## config.mk

```make
export PLATFORM = sky130hd
export DESIGN_NAME = turntable_rivet_position_controller
export DESIGN_NICKNAME = d
export VERILOG_FILES = /design/src/hw/rtl/trpc_pkg.sv /design/src/hw/rtl/turntable_rivet_position_controller.sv /design/src/hw/rtl/trpc_command_buffer.sv /design/src/hw/rtl/trpc_cmd_parser.sv /design/src/hw/rtl/trpc_motion.sv
export SDC_FILE = /design/constraint.sdc
export NUM_CORES = 1
export LEC_CHECK = 0
export ABC_CLOCK_PERIOD_IN_PS = 9300
export BUFFER_PORTS_ARGS = -buffer_cell sky130_fd_sc_hd__buf_2
export CAP_MARGIN = 25
export CORE_UTILIZATION = 64
export CTS_BUF_LIST = sky130_fd_sc_hd__clkbuf_8
export DETAILED_ROUTE_END_ITERATION = 10
export PLACE_DENSITY = 0.83
export SLEW_MARGIN = 15
export SYNTH_ARGS = -nofsm -noshare
export SYNTH_HDL_FRONTEND = slang
export SYNTH_SLANG_ARGS = --single-unit
```

## constraint.sdc

```tcl
create_clock -name clk -period 9.3 [get_ports clk]
set_input_delay 1.86 -clock clk [delete_from_list [all_inputs] [get_ports clk]]
set_output_delay 1.86 -clock clk [all_outputs]
set_load 0.02 [all_outputs]
```

## src/hw/rtl/trpc_pkg.sv

```systemverilog
`timescale 1ns / 1ps

package trpc_pkg;

    // command store geometry
    localparam int BUFFER_DEPTH = 20;
    localparam int POS_W        = $clog2(BUFFER_DEPTH);
    // store positions the command matcher looks at
    localparam int PARSE_SPAN   = 8;

    localparam logic [15:0] TICKS_PER_SECOND_RESET = 16'd200;
    localparam logic [9:0]  MAX_COUNT              = 10'd255;

    // item kinds
    localparam logic [1:0] KIND_BYTE = 2'd0;
    localparam logic [1:0] KIND_PINS = 2'd1;
    localparam logic [1:0] KIND_TICK = 2'd2;

    // characters of the command language
    localparam logic [7:0] CH_LPAREN = 8'h28;
    localparam logic [7:0] CH_RPAREN = 8'h29;
    localparam logic [7:0] CH_ZERO   = 8'h30;
    localparam logic [7:0] CH_ONE    = 8'h31;
    localparam logic [7:0] CH_TWO    = 8'h32;
    localparam logic [7:0] CH_NINE   = 8'h39;
    localparam logic [7:0] CH_COLON  = 8'h3A;
    localparam logic [7:0] CH_A      = 8'h41;
    localparam logic [7:0] CH_M      = 8'h4D;
    localparam logic [7:0] CH_O      = 8'h4F;
    localparam logic [7:0] CH_P      = 8'h50;
    localparam logic [7:0] CH_R      = 8'h52;
    localparam logic [7:0] CH_S      = 8'h53;
    localparam logic [7:0] CH_T      = 8'h54;

    typedef enum logic [2:0] {
        RESP_STARTED   = 3'd0,
        RESP_STOPPED   = 3'd1,
        RESP_MODE1     = 3'd2,
        RESP_MODE2     = 3'd3,
        RESP_CMD_ERROR = 3'd4,
        RESP_OVERFLOW  = 3'd5
    } resp_code_t;

    typedef logic [PARSE_SPAN-1:0][7:0] byte_window_t;

    // decoded command, meaningful when a ')' arrives
    typedef struct packed {
        resp_code_t  code;
        logic        do_start;
        logic        do_stop;
        logic        do_mode1;
        logic        do_mode2;
        logic [7:0]  count;
    } parse_t;

    // per-item result of the motion counters
    typedef struct packed {
        logic        motor_on;
        logic        valid;
        logic        kind;
        logic [7:0]  rivets;
        logic [7:0]  seconds;
    } report_t;

endpackage

```

## src/hw/rtl/turntable_rivet_position_controller.sv

```systemverilog
`timescale 1ns / 1ps

// turntable rivet position controller: every accepted request is one event,
// a received serial byte, a sample of the rivet and revolution sensor pins or
// a timer tick, and it yields exactly one result, in order. bytes collect in a
// 20-entry command store that '(' restarts; ')' parses (START), (STOP), (M1)
// or (M2:n) with n of one to three digits and answers with a response code.
// mode 1 counts falling rivet edges and reports count and seconds on every
// falling revolution edge; mode 2 counts n rivet edges down, then drops the
// motor line and reports the seconds. ticks_per_second (reset 200) is written
// through cfg_write_enable / cfg_write_data; the user must write it only while
// no request is in flight, as the block itself does not enforce this. a request
// waits in the input register while the decode and counter logic work on it,
// then its result is loaded into the result register that drives the output.
// a new request is taken every cycle while the output side keeps up; the
// result register and the input register together let a request enter while
// the previous result still waits to be taken

module turntable_rivet_position_controller
(
    input  logic         clk,
    input  logic         rst_n,
    // configuration
    input  logic         cfg_write_enable,
    input  logic [15:0]  cfg_write_data,
    // request channel
    input  logic         in_valid,
    output logic         in_stall,
    input  logic [1:0]   kind,
    input  logic [7:0]   rx_byte,
    input  logic         rivet_pin,
    input  logic         revolution_pin,
    // result channel
    output logic         out_valid,
    input  logic         out_stall,
    output logic         response_valid,
    output logic [2:0]   response_code,
    output logic         motor_on,
    output logic         report_valid,
    output logic         report_kind,
    output logic [7:0]   report_rivets,
    output logic [7:0]   report_seconds
);

    // configuration register
    logic [15:0]  tps_reg;

    // input register
    logic         in_valid_reg;
    logic [1:0]   kind_reg;
    logic [7:0]   rx_byte_reg;
    logic         rivet_reg;
    logic         rev_reg;

    // result register
    logic         out_valid_reg;
    logic         resp_valid_reg;
    logic [2:0]   resp_code_reg;
    logic         motor_reg;
    logic         rep_valid_reg;
    logic         rep_kind_reg;
    logic [7:0]   rep_rivets_reg;
    logic [7:0]   rep_seconds_reg;

    logic                    advance;
    logic                    byte_go;
    logic                    cmd_fire;
    trpc_pkg::byte_window_t  window;
    trpc_pkg::parse_t        cmd;
    trpc_pkg::report_t       report;

    // the held request moves on when the result slot is free or being emptied
    assign advance  = in_valid_reg && (!out_valid_reg || !out_stall);
    assign in_stall = in_valid_reg && !advance;
    assign byte_go  = advance && (kind_reg == trpc_pkg::KIND_BYTE);
    assign cmd_fire = byte_go && (rx_byte_reg == trpc_pkg::CH_RPAREN);

    always_ff @(posedge clk or negedge rst_n)
    begin
        if (!rst_n)
        begin
            tps_reg <= trpc_pkg::TICKS_PER_SECOND_RESET;
        end
        else if (cfg_write_enable)
        begin
            tps_reg <= cfg_write_data;
        end
    end

    // input register control
    always_ff @(posedge clk or negedge rst_n)
    begin
        if (!rst_n)
        begin
            in_valid_reg <= 1'b0;
        end
        else if (!in_stall)
        begin
            in_valid_reg <= in_valid;
        end
    end

    // input register payload
    always_ff @(posedge clk)
    begin
        if (in_valid && !in_stall)
        begin
            kind_reg    <= kind;
            rx_byte_reg <= rx_byte;
            rivet_reg   <= rivet_pin;
            rev_reg     <= revolution_pin;
        end
    end

    trpc_command_buffer u_buffer
    (
        .clk     (clk),
        .rst_n   (rst_n),
        .wr      (byte_go),
        .rx_byte (rx_byte_reg),
        .window  (window)
    );

    trpc_cmd_parser u_parser
    (
        .window (window),
        .cmd    (cmd)
    );

    trpc_motion u_motion
    (
        .clk              (clk),
        .rst_n            (rst_n),
        .go               (advance),
        .cmd_fire         (cmd_fire),
        .kind             (kind_reg),
        .rivet_pin        (rivet_reg),
        .revolution_pin   (rev_reg),
        .cmd              (cmd),
        .ticks_per_second (tps_reg),
        .report           (report)
    );

    // result register control
    always_ff @(posedge clk or negedge rst_n)
    begin
        if (!rst_n)
        begin
            out_valid_reg <= 1'b0;
        end
        else if (advance)
        begin
            out_valid_reg <= 1'b1;
        end
        else if (!out_stall)
        begin
            out_valid_reg <= 1'b0;
        end
    end

    // result register payload
    always_ff @(posedge clk)
    begin
        if (advance)
        begin
            resp_valid_reg  <= cmd_fire;
            resp_code_reg   <= cmd_fire ? cmd.code : 3'd0;
            motor_reg       <= report.motor_on;
            rep_valid_reg   <= report.valid;
            rep_kind_reg    <= report.kind;
            rep_rivets_reg  <= report.rivets;
            rep_seconds_reg <= report.seconds;
        end
    end

    assign out_valid      = out_valid_reg;
    assign response_valid = resp_valid_reg;
    assign response_code  = resp_code_reg;
    assign motor_on       = motor_reg;
    assign report_valid   = rep_valid_reg;
    assign report_kind    = rep_kind_reg;
    assign report_rivets  = rep_rivets_reg;
    assign report_seconds = rep_seconds_reg;

endmodule

```

## src/hw/rtl/trpc_command_buffer.sv

```systemverilog
`timescale 1ns / 1ps

module trpc_command_buffer
(
    input  logic                    clk,
    input  logic                    rst_n,
    input  logic                    wr,
    input  logic [7:0]              rx_byte,
    output trpc_pkg::byte_window_t  window
);

    logic [7:0]                  store_reg [trpc_pkg::BUFFER_DEPTH];
    logic [trpc_pkg::POS_W-1:0]  wp_reg;
    logic [trpc_pkg::POS_W-1:0]  wp_next;
    logic [trpc_pkg::POS_W-1:0]  wp_eff;
    logic                        is_open;
    logic                        is_close;

    assign is_open  = (rx_byte == trpc_pkg::CH_LPAREN);
    assign is_close = (rx_byte == trpc_pkg::CH_RPAREN);
    // '(' restarts the command at position zero
    assign wp_eff   = is_open ? '0 : wp_reg;

    always_comb
    begin
        if (is_close)
        begin
            wp_next = trpc_pkg::POS_W'(1);
        end
        else if (wp_eff == trpc_pkg::POS_W'(trpc_pkg::BUFFER_DEPTH - 1))
        begin
            wp_next = '0;
        end
        else
        begin
            wp_next = wp_eff + trpc_pkg::POS_W'(1);
        end
    end

    // store as seen after the current byte lands
    genvar gi;
    generate
        for (gi = 0; gi < trpc_pkg::PARSE_SPAN; gi++)
        begin : g_window
            if (gi < trpc_pkg::BUFFER_DEPTH)
            begin : g_have
                assign window[gi] = (wp_eff == trpc_pkg::POS_W'(gi)) ? rx_byte : store_reg[gi];
            end
            else
            begin : g_short
                assign window[gi] = 8'd0;
            end
        end
    endgenerate

    always_ff @(posedge clk or negedge rst_n)
    begin
        if (!rst_n)
        begin
            for (int i = 0; i < trpc_pkg::BUFFER_DEPTH; i++)
            begin
                store_reg[i] <= 8'd0;
            end
            wp_reg <= '0;
        end
        else if (wr)
        begin
            // a closing bracket leaves entry zero cleared
            for (int i = 0; i < trpc_pkg::BUFFER_DEPTH; i++)
            begin
                if (i == 0 && is_close)
                begin
                    store_reg[i] <= 8'd0;
                end
                else if (wp_eff == trpc_pkg::POS_W'(i))
                begin
                    store_reg[i] <= rx_byte;
                end
            end
            wp_reg <= wp_next;
        end
    end

    a_wp_in_range: assert property (@(posedge clk) disable iff (!rst_n)
        wp_reg < trpc_pkg::POS_W'(trpc_pkg::BUFFER_DEPTH))
        else $error("write position beyond store");

    a_close_rewinds: assert property (@(posedge clk) disable iff (!rst_n)
        (wr && is_close) |=> (wp_reg == trpc_pkg::POS_W'(1) && store_reg[0] == 8'd0))
        else $error("close did not rewind the store");

    a_open_lands_first: assert property (@(posedge clk) disable iff (!rst_n)
        (wr && is_open) |=> (store_reg[0] == trpc_pkg::CH_LPAREN))
        else $error("open bracket not stored at position zero");

endmodule

```

## src/hw/rtl/trpc_cmd_parser.sv

```systemverilog
`timescale 1ns / 1ps

module trpc_cmd_parser
(
    input  trpc_pkg::byte_window_t  window,
    output trpc_pkg::parse_t        cmd
);

    logic        m_start;
    logic        m_stop;
    logic        m_mode1;
    logic        m2_head;
    logic        dig4;
    logic        dig5;
    logic        dig6;
    logic [3:0]  d4;
    logic [3:0]  d5;
    logic [3:0]  d6;
    logic [6:0]  val2;
    logic [9:0]  val3;

    function automatic logic is_digit(input logic [7:0] b);
        return (b >= trpc_pkg::CH_ZERO) && (b <= trpc_pkg::CH_NINE);
    endfunction

    assign m_start = window[0] == trpc_pkg::CH_LPAREN && window[1] == trpc_pkg::CH_S &&
                     window[2] == trpc_pkg::CH_T && window[3] == trpc_pkg::CH_A &&
                     window[4] == trpc_pkg::CH_R && window[5] == trpc_pkg::CH_T &&
                     window[6] == trpc_pkg::CH_RPAREN;
    assign m_stop  = window[0] == trpc_pkg::CH_LPAREN && window[1] == trpc_pkg::CH_S &&
                     window[2] == trpc_pkg::CH_T && window[3] == trpc_pkg::CH_O &&
                     window[4] == trpc_pkg::CH_P && window[5] == trpc_pkg::CH_RPAREN;
    assign m_mode1 = window[0] == trpc_pkg::CH_LPAREN && window[1] == trpc_pkg::CH_M &&
                     window[2] == trpc_pkg::CH_ONE && window[3] == trpc_pkg::CH_RPAREN;
    assign m2_head = window[0] == trpc_pkg::CH_LPAREN && window[1] == trpc_pkg::CH_M &&
                     window[2] == trpc_pkg::CH_TWO && window[3] == trpc_pkg::CH_COLON;

    assign dig4 = is_digit(window[4]);
    assign dig5 = is_digit(window[5]);
    assign dig6 = is_digit(window[6]);
    // ascii digits carry their value in the low nibble
    assign d4   = window[4][3:0];
    assign d5   = window[5][3:0];
    assign d6   = window[6][3:0];
    assign val2 = 7'(d4) * 7'd10 + 7'(d5);
    assign val3 = 10'(d4) * 10'd100 + 10'(d5) * 10'd10 + 10'(d6);

    always_comb
    begin
        cmd          = '0;
        cmd.code     = trpc_pkg::RESP_CMD_ERROR;
        priority if (m_start)
        begin
            cmd.code     = trpc_pkg::RESP_STARTED;
            cmd.do_start = 1'b1;
        end
        else if (m_stop)
        begin
            cmd.code    = trpc_pkg::RESP_STOPPED;
            cmd.do_stop = 1'b1;
        end
        else if (m_mode1)
        begin
            cmd.code     = trpc_pkg::RESP_MODE1;
            cmd.do_mode1 = 1'b1;
        end
        else if (m2_head && window[5] == trpc_pkg::CH_RPAREN)
        begin
            if (dig4)
            begin
                cmd.code     = trpc_pkg::RESP_MODE2;
                cmd.do_mode2 = 1'b1;
                cmd.count    = 8'(d4);
            end
        end
        else if (m2_head && window[6] == trpc_pkg::CH_RPAREN)
        begin
            if (dig4 && dig5)
            begin
                cmd.code     = trpc_pkg::RESP_MODE2;
                cmd.do_mode2 = 1'b1;
                cmd.count    = 8'(val2);
            end
        end
        else if (m2_head && window[7] == trpc_pkg::CH_RPAREN)
        begin
            if (dig4 && dig5 && dig6)
            begin
                if (val3 > trpc_pkg::MAX_COUNT)
                begin
                    cmd.code = trpc_pkg::RESP_OVERFLOW;
                end
                else
                begin
                    cmd.code     = trpc_pkg::RESP_MODE2;
                    cmd.do_mode2 = 1'b1;
                    cmd.count    = val3[7:0];
                end
            end
        end
        else
        begin
            cmd.code = trpc_pkg::RESP_CMD_ERROR;
        end
    end

endmodule

```

## src/hw/rtl/trpc_motion.sv

```systemverilog
`timescale 1ns / 1ps

module trpc_motion
(
    input  logic               clk,
    input  logic               rst_n,
    input  logic               go,
    input  logic               cmd_fire,
    input  logic [1:0]         kind,
    input  logic               rivet_pin,
    input  logic               revolution_pin,
    input  trpc_pkg::parse_t   cmd,
    input  logic [15:0]        ticks_per_second,
    output trpc_pkg::report_t  report
);

    logic         running_reg;
    logic         running_next;
    logic         mode_two_reg;
    logic         mode_two_next;
    logic         motor_reg;
    logic         motor_next;
    logic [7:0]   left_reg;
    logic [7:0]   left_next;
    logic [7:0]   counted_reg;
    logic [7:0]   counted_next;
    logic [7:0]   seconds_reg;
    logic [7:0]   seconds_next;
    logic [15:0]  tick_reg;
    logic [15:0]  tick_next;
    logic [15:0]  tick_sum;
    logic         last_rivet_reg;
    logic         last_rivet_next;
    logic         last_rev_reg;
    logic         last_rev_next;
    logic         rivet_fall;
    logic         rev_fall;
    logic [7:0]   left_dec;

    assign rivet_fall = last_rivet_reg & ~rivet_pin;
    assign rev_fall   = last_rev_reg & ~revolution_pin;
    assign left_dec   = rivet_fall ? left_reg - 8'd1 : left_reg;
    assign tick_sum   = tick_reg + 16'd1;

    always_comb
    begin
        running_next    = running_reg;
        mode_two_next   = mode_two_reg;
        motor_next      = motor_reg;
        left_next       = left_reg;
        counted_next    = counted_reg;
        seconds_next    = seconds_reg;
        tick_next       = tick_reg;
        last_rivet_next = last_rivet_reg;
        last_rev_next   = last_rev_reg;
        report          = '0;

        unique case (kind)
            trpc_pkg::KIND_BYTE:
            begin
                if (cmd_fire)
                begin
                    if (cmd.do_start)
                    begin
                        running_next  = 1'b1;
                        motor_next    = 1'b1;
                        mode_two_next = 1'b0;
                    end
                    if (cmd.do_stop)
                    begin
                        running_next = 1'b0;
                        motor_next   = 1'b0;
                        counted_next = 8'd0;
                        left_next    = 8'd0;
                    end
                    if (cmd.do_mode1)
                    begin
                        mode_two_next = 1'b0;
                    end
                    if (cmd.do_mode2)
                    begin
                        mode_two_next = 1'b1;
                        left_next     = cmd.count;
                        seconds_next  = 8'd0;
                    end
                end
            end
            trpc_pkg::KIND_PINS:
            begin
                if (running_reg && !mode_two_reg)
                begin
                    if (rev_fall)
                    begin
                        report.valid   = 1'b1;
                        report.rivets  = counted_reg;
                        report.seconds = seconds_reg;
                        seconds_next   = 8'd0;
                        counted_next   = 8'd0;
                    end
                    else if (rivet_fall)
                    begin
                        counted_next = counted_reg + 8'd1;
                    end
                end
                else if (running_reg && mode_two_reg)
                begin
                    left_next = left_dec;
                    if (left_dec == 8'd0)
                    begin
                        if (motor_reg)
                        begin
                            report.valid   = 1'b1;
                            report.kind    = 1'b1;
                            report.seconds = seconds_reg;
                        end
                        motor_next   = 1'b0;
                        seconds_next = 8'd0;
                    end
                end
                last_rivet_next = rivet_pin;
                last_rev_next   = revolution_pin;
            end
            trpc_pkg::KIND_TICK:
            begin
                if (tick_sum == ticks_per_second)
                begin
                    tick_next    = 16'd0;
                    seconds_next = seconds_reg + 8'd1;
                end
                else
                begin
                    tick_next = tick_sum;
                end
            end
            default:
            begin
                report = '0;
            end
        endcase

        // the seconds counter rests at zero while stopped
        if (!running_next)
        begin
            seconds_next = 8'd0;
        end
        report.motor_on = motor_next;
    end

    always_ff @(posedge clk or negedge rst_n)
    begin
        if (!rst_n)
        begin
            running_reg    <= 1'b0;
            mode_two_reg   <= 1'b0;
            motor_reg      <= 1'b0;
            left_reg       <= 8'd0;
            counted_reg    <= 8'd0;
            seconds_reg    <= 8'd0;
            tick_reg       <= 16'd0;
            last_rivet_reg <= 1'b1;
            last_rev_reg   <= 1'b1;
        end
        else if (go)
        begin
            running_reg    <= running_next;
            mode_two_reg   <= mode_two_next;
            motor_reg      <= motor_next;
            left_reg       <= left_next;
            counted_reg    <= counted_next;
            seconds_reg    <= seconds_next;
            tick_reg       <= tick_next;
            last_rivet_reg <= last_rivet_next;
            last_rev_reg   <= last_rev_next;
        end
    end

    a_stopped_no_seconds: assert property (@(posedge clk) disable iff (!rst_n)
        !running_reg |-> (seconds_reg == 8'd0))
        else $error("seconds counting while stopped");

    a_report_needs_run: assert property (@(posedge clk) disable iff (!rst_n)
        (go && report.valid) |-> (running_reg && kind == trpc_pkg::KIND_PINS))
        else $error("report outside a running pin sample");

    a_move_done_stops: assert property (@(posedge clk) disable iff (!rst_n)
        (go && report.valid && report.kind) |=> !motor_reg)
        else $error("motor still on after finished move");

endmodule
```

==> impl_metrics.py <==
metrics = {
    "place": {
        "pre_cts_slack_ns": 1.36,
        "numPortBuffers": 57,
        "placed_area_um2": 10800,
        "dp_cells": 1296,
        "hpwl_um": 17500,
        "gp_congestion": 0.956,
    },
    "hold_path": {
        "min_from": "u_motion.counted_reg[7]",
        "hp-class": "flop to flop",
    },
    "floorplanning": {
        "die_h_um": 129,
        "die_w_um": 129,
        "core_um2": 15800,
        "pin_count": 58,
        "die_area_um2": 16600,
        "initial_core_util_pct": 65.1,
        "fp-row-count": 46,
    },
    "critical_path": {
        "criticalPathCategory": "flop to flop",
        "start_kind": "flop",
        "crit_arrival_ns": 8.18,
        "cp.required_ns": 9.68,
        "end_kind": "flop",
        "crit_family": "compound AO/OA/AOI/OAI gates",
        "crit_slowest_cell": "or3b_2",
        "r2r_start": "rx_byte_reg[7]",
        "max_stage_delay_ns": 0.71,
        "path_buf_inv": 2,
        "cp_cell_sequence": "or3b_2 > or3_1 > nand2_1 > ha_1 > nor4bb_1 > buf_4 > o31ai_4 > mux2i_1 > inv_1 > ha_1 > ha_1 > fa_1 > ha_1 > ha_1 > o21ai_0 > o21bai_1 > a211oi_1 > nor3_1 > a211oi_1 > nor4b_1 > o31ai_2 > a21oi_1 > o22ai_1",
        "startpoint": "rx_byte_reg[7]",
        "cpMostUsedCell": "ha_1",
        "cp_max_fo": 15,
    },
    "sta": {
        "worstMarginPinSlew_ns": 0.998,
        "finalSetupTns_ns": 0,
        "maxSlewViolCount": 0,
        "setup_violations": 0,
        "setup_ws_ns": 1.50,
        "hold_violations": 0,
        "relSlewSlack_pct": 31.8,
        "fmax_mhz": 128,
        "finClkSkew_ns": 0.0133,
        "final.min_clock_period_ns": 7.80,
        "period_share_pct": 83.9,
        "whs_ns": 0.505,
        "rsz0062_at_grt": "no",
    },
    "clock_tree": {
        "clk_pin_slew_ns": 0.09,
        "clockBufferDepth": 2,
        "post_cts.repair.setup_buffers": 0,
        "cts_inserted_buffers": 17,
        "numClockSinks": 167,
        "cts_root_buffer": "clkbuf_8",
        "cts_resized": 0,
        "clk_latency_ns": 0.47,
        "htreeDepth": 4,
        "cts_tree": "done",
        "cts_hold_buf": 0,
    },
    "synthesis": {
        "yosysWarnings": 0,
        "synthesis.area_um2": 10300,
        "ys_ff_latch": 167,
        "synth_edf_count": 35,
        "synth_top_area_share_pct": 30.8,
        "syn-mean-instance-area_um2": 9.73,
        "synth_top_cell_by_area": "dfrtp_1",
        "synth_area_leaders": "dfrtp_1 31%, edfxtp_1 10%, mux2_2 6.8%",
        "ys.flop_type": "dfrtp_1",
        "synthesis.nets": 1135,
        "synth-seq-area-share_pct": 42.3,
        "yosys.cell_types.count": 94,
        "syn_inst": 1060,
        "async_flop_share_pct": 79.0,
    },
    "final_layout": {
        "layout.cells.non_filler": 1329,
        "multi_input_comb_area_um2": 5550,
        "regArea_um2": 4360,
        "layout_commonest_cell": "dfrtp_1",
        "fin_util_pct": 70.8,
        "nets": 1175,
        "final_layout_size_suffix_gt1_share_pct": 17.8,
        "layout_common_cells": "127 x dfrtp_1, 85 x o21ai_0, 77 x nand2_1",
        "fillers": 1188,
        "diodes": 0,
        "stdcell_area_um2": 11200,
        "area_growth_pct": 8.70,
        "largest_reg_flops": 64,
    },
    "global_route": {
        "grt_overflow": 0,
        "grt_pass1_wl_um": 39700,
        "grtUsageTotal_pct": 31.0,
        "grt_start_max_net_pins": 73,
        "first_global_vias": 7921,
        "antenna_found_initial": 0,
    },
    "route": {
        "wl_per_cell_um": 18.7,
        "drtAntennaViolNets": 0,
        "drtPass1Iterations": 7,
        "drt-vias-per-instance": 6.46,
        "drt_iter0_markers": 880,
        "routed_wl_um": 24800,
        "drc": 0,
        "num_vias": 8584,
    },
    "power_and_ir_drop": {
        "fin_total_pwr_mw": 1.64,
        "p_per_area_nw_per_um2": 146,
        "p_seq_share_pct": 51.7,
        "power_switching_uw": 481,
        "clkPwrFrac_pct": 34.1,
        "p_leak_nw": 4.79,
        "p_int_mw": 1.15,
        "max-vdd-ir-drop_mv": 0.110,
        "p_sw_share_pct": 29.4,
        "combPwrFrac_pct": 14.2,
    },
    "job": {
        "maxCapViolCount": 0,
    },
    "run_status": {
        "status": "completed",
    },
}
[final timing paths]
kind,to,slack (ns),cells after the start
max,u_motion.left_reg[1],1.50,23
min,u_motion.counted_reg[7],0.51,1
max reg2reg,u_motion.left_reg[1],1.50,23
min reg2reg,u_motion.counted_reg[7],0.51,1
max in group asynchronous,u_buffer.store_reg[102],6.47,4
min in group asynchronous,u_motion.counted_reg[3],1.22,1
[metal layers]
layer	vias to the layer above	share of wire, %	track usage, %
met2	378	47	50.3
met3	73	7.4	6.15
li1	4000	-	-
met5	-	0	0
met4	0	3.0	11.6
met1	4133	43	41.3
[cells in the mapped netlist, types with 6 or more instances]
master and instances:
dfrtp_1 127, o21ai_0 85, nand2_1 77, nor2_1 73, mux2_2 62, clkbuf_1 48, a21oi_1 46, inv_1 45
ha_1 36, edfxtp_1 35, nand3_1 33, nor3_1 31, and2_1 23, nand2b_1 18, xnor2_1 18, nor2b_1 17
o31ai_1 16, a31oi_1 14, nand4_1 14, and3_1 13, xor2_1 13, nor4_1 12, a22o_1 11, mux2i_1 10
a211oi_1 8, a22oi_1 8, nand3b_1 8, nor3b_1 8, nor4b_1 8, o22ai_1 7, or3_1 7, fa_1 6
[power groups by stage]
stage / combinational (mW) / clock, mW / sequential (mW)
2_1_floorplan: 0.164 / 0 / 0.844
3_3_place_gp: 0.220 / 0 / 0.857
3_5_place_dp: 0.228 / 0 / 0.857
4_1_cts: 0.229 / 0.562 / 0.843
5_1_grt: 0.257 / 0.589 / 0.850
6_report: 0.232 / 0.558 / 0.845
[layout make-up]
type,count,share of cell area (%)
repair buffers,74,3.82
multi-input cells,793,49.5
clock buffers,18,2.21
flip-flops and latches,167,38.9
inverters,47,1.57
clock inverters,14,1.54
well taps,216,2.41
[cell families after synthesis]
group,synth area share [%]
mux,7.85
fa+ha+maj,5.63
simple gates,19.9
flops,42.3
buf+inv,3.91
compound gates,17.6
xor+xnor,2.85
(Power assumes the default switching activity.)
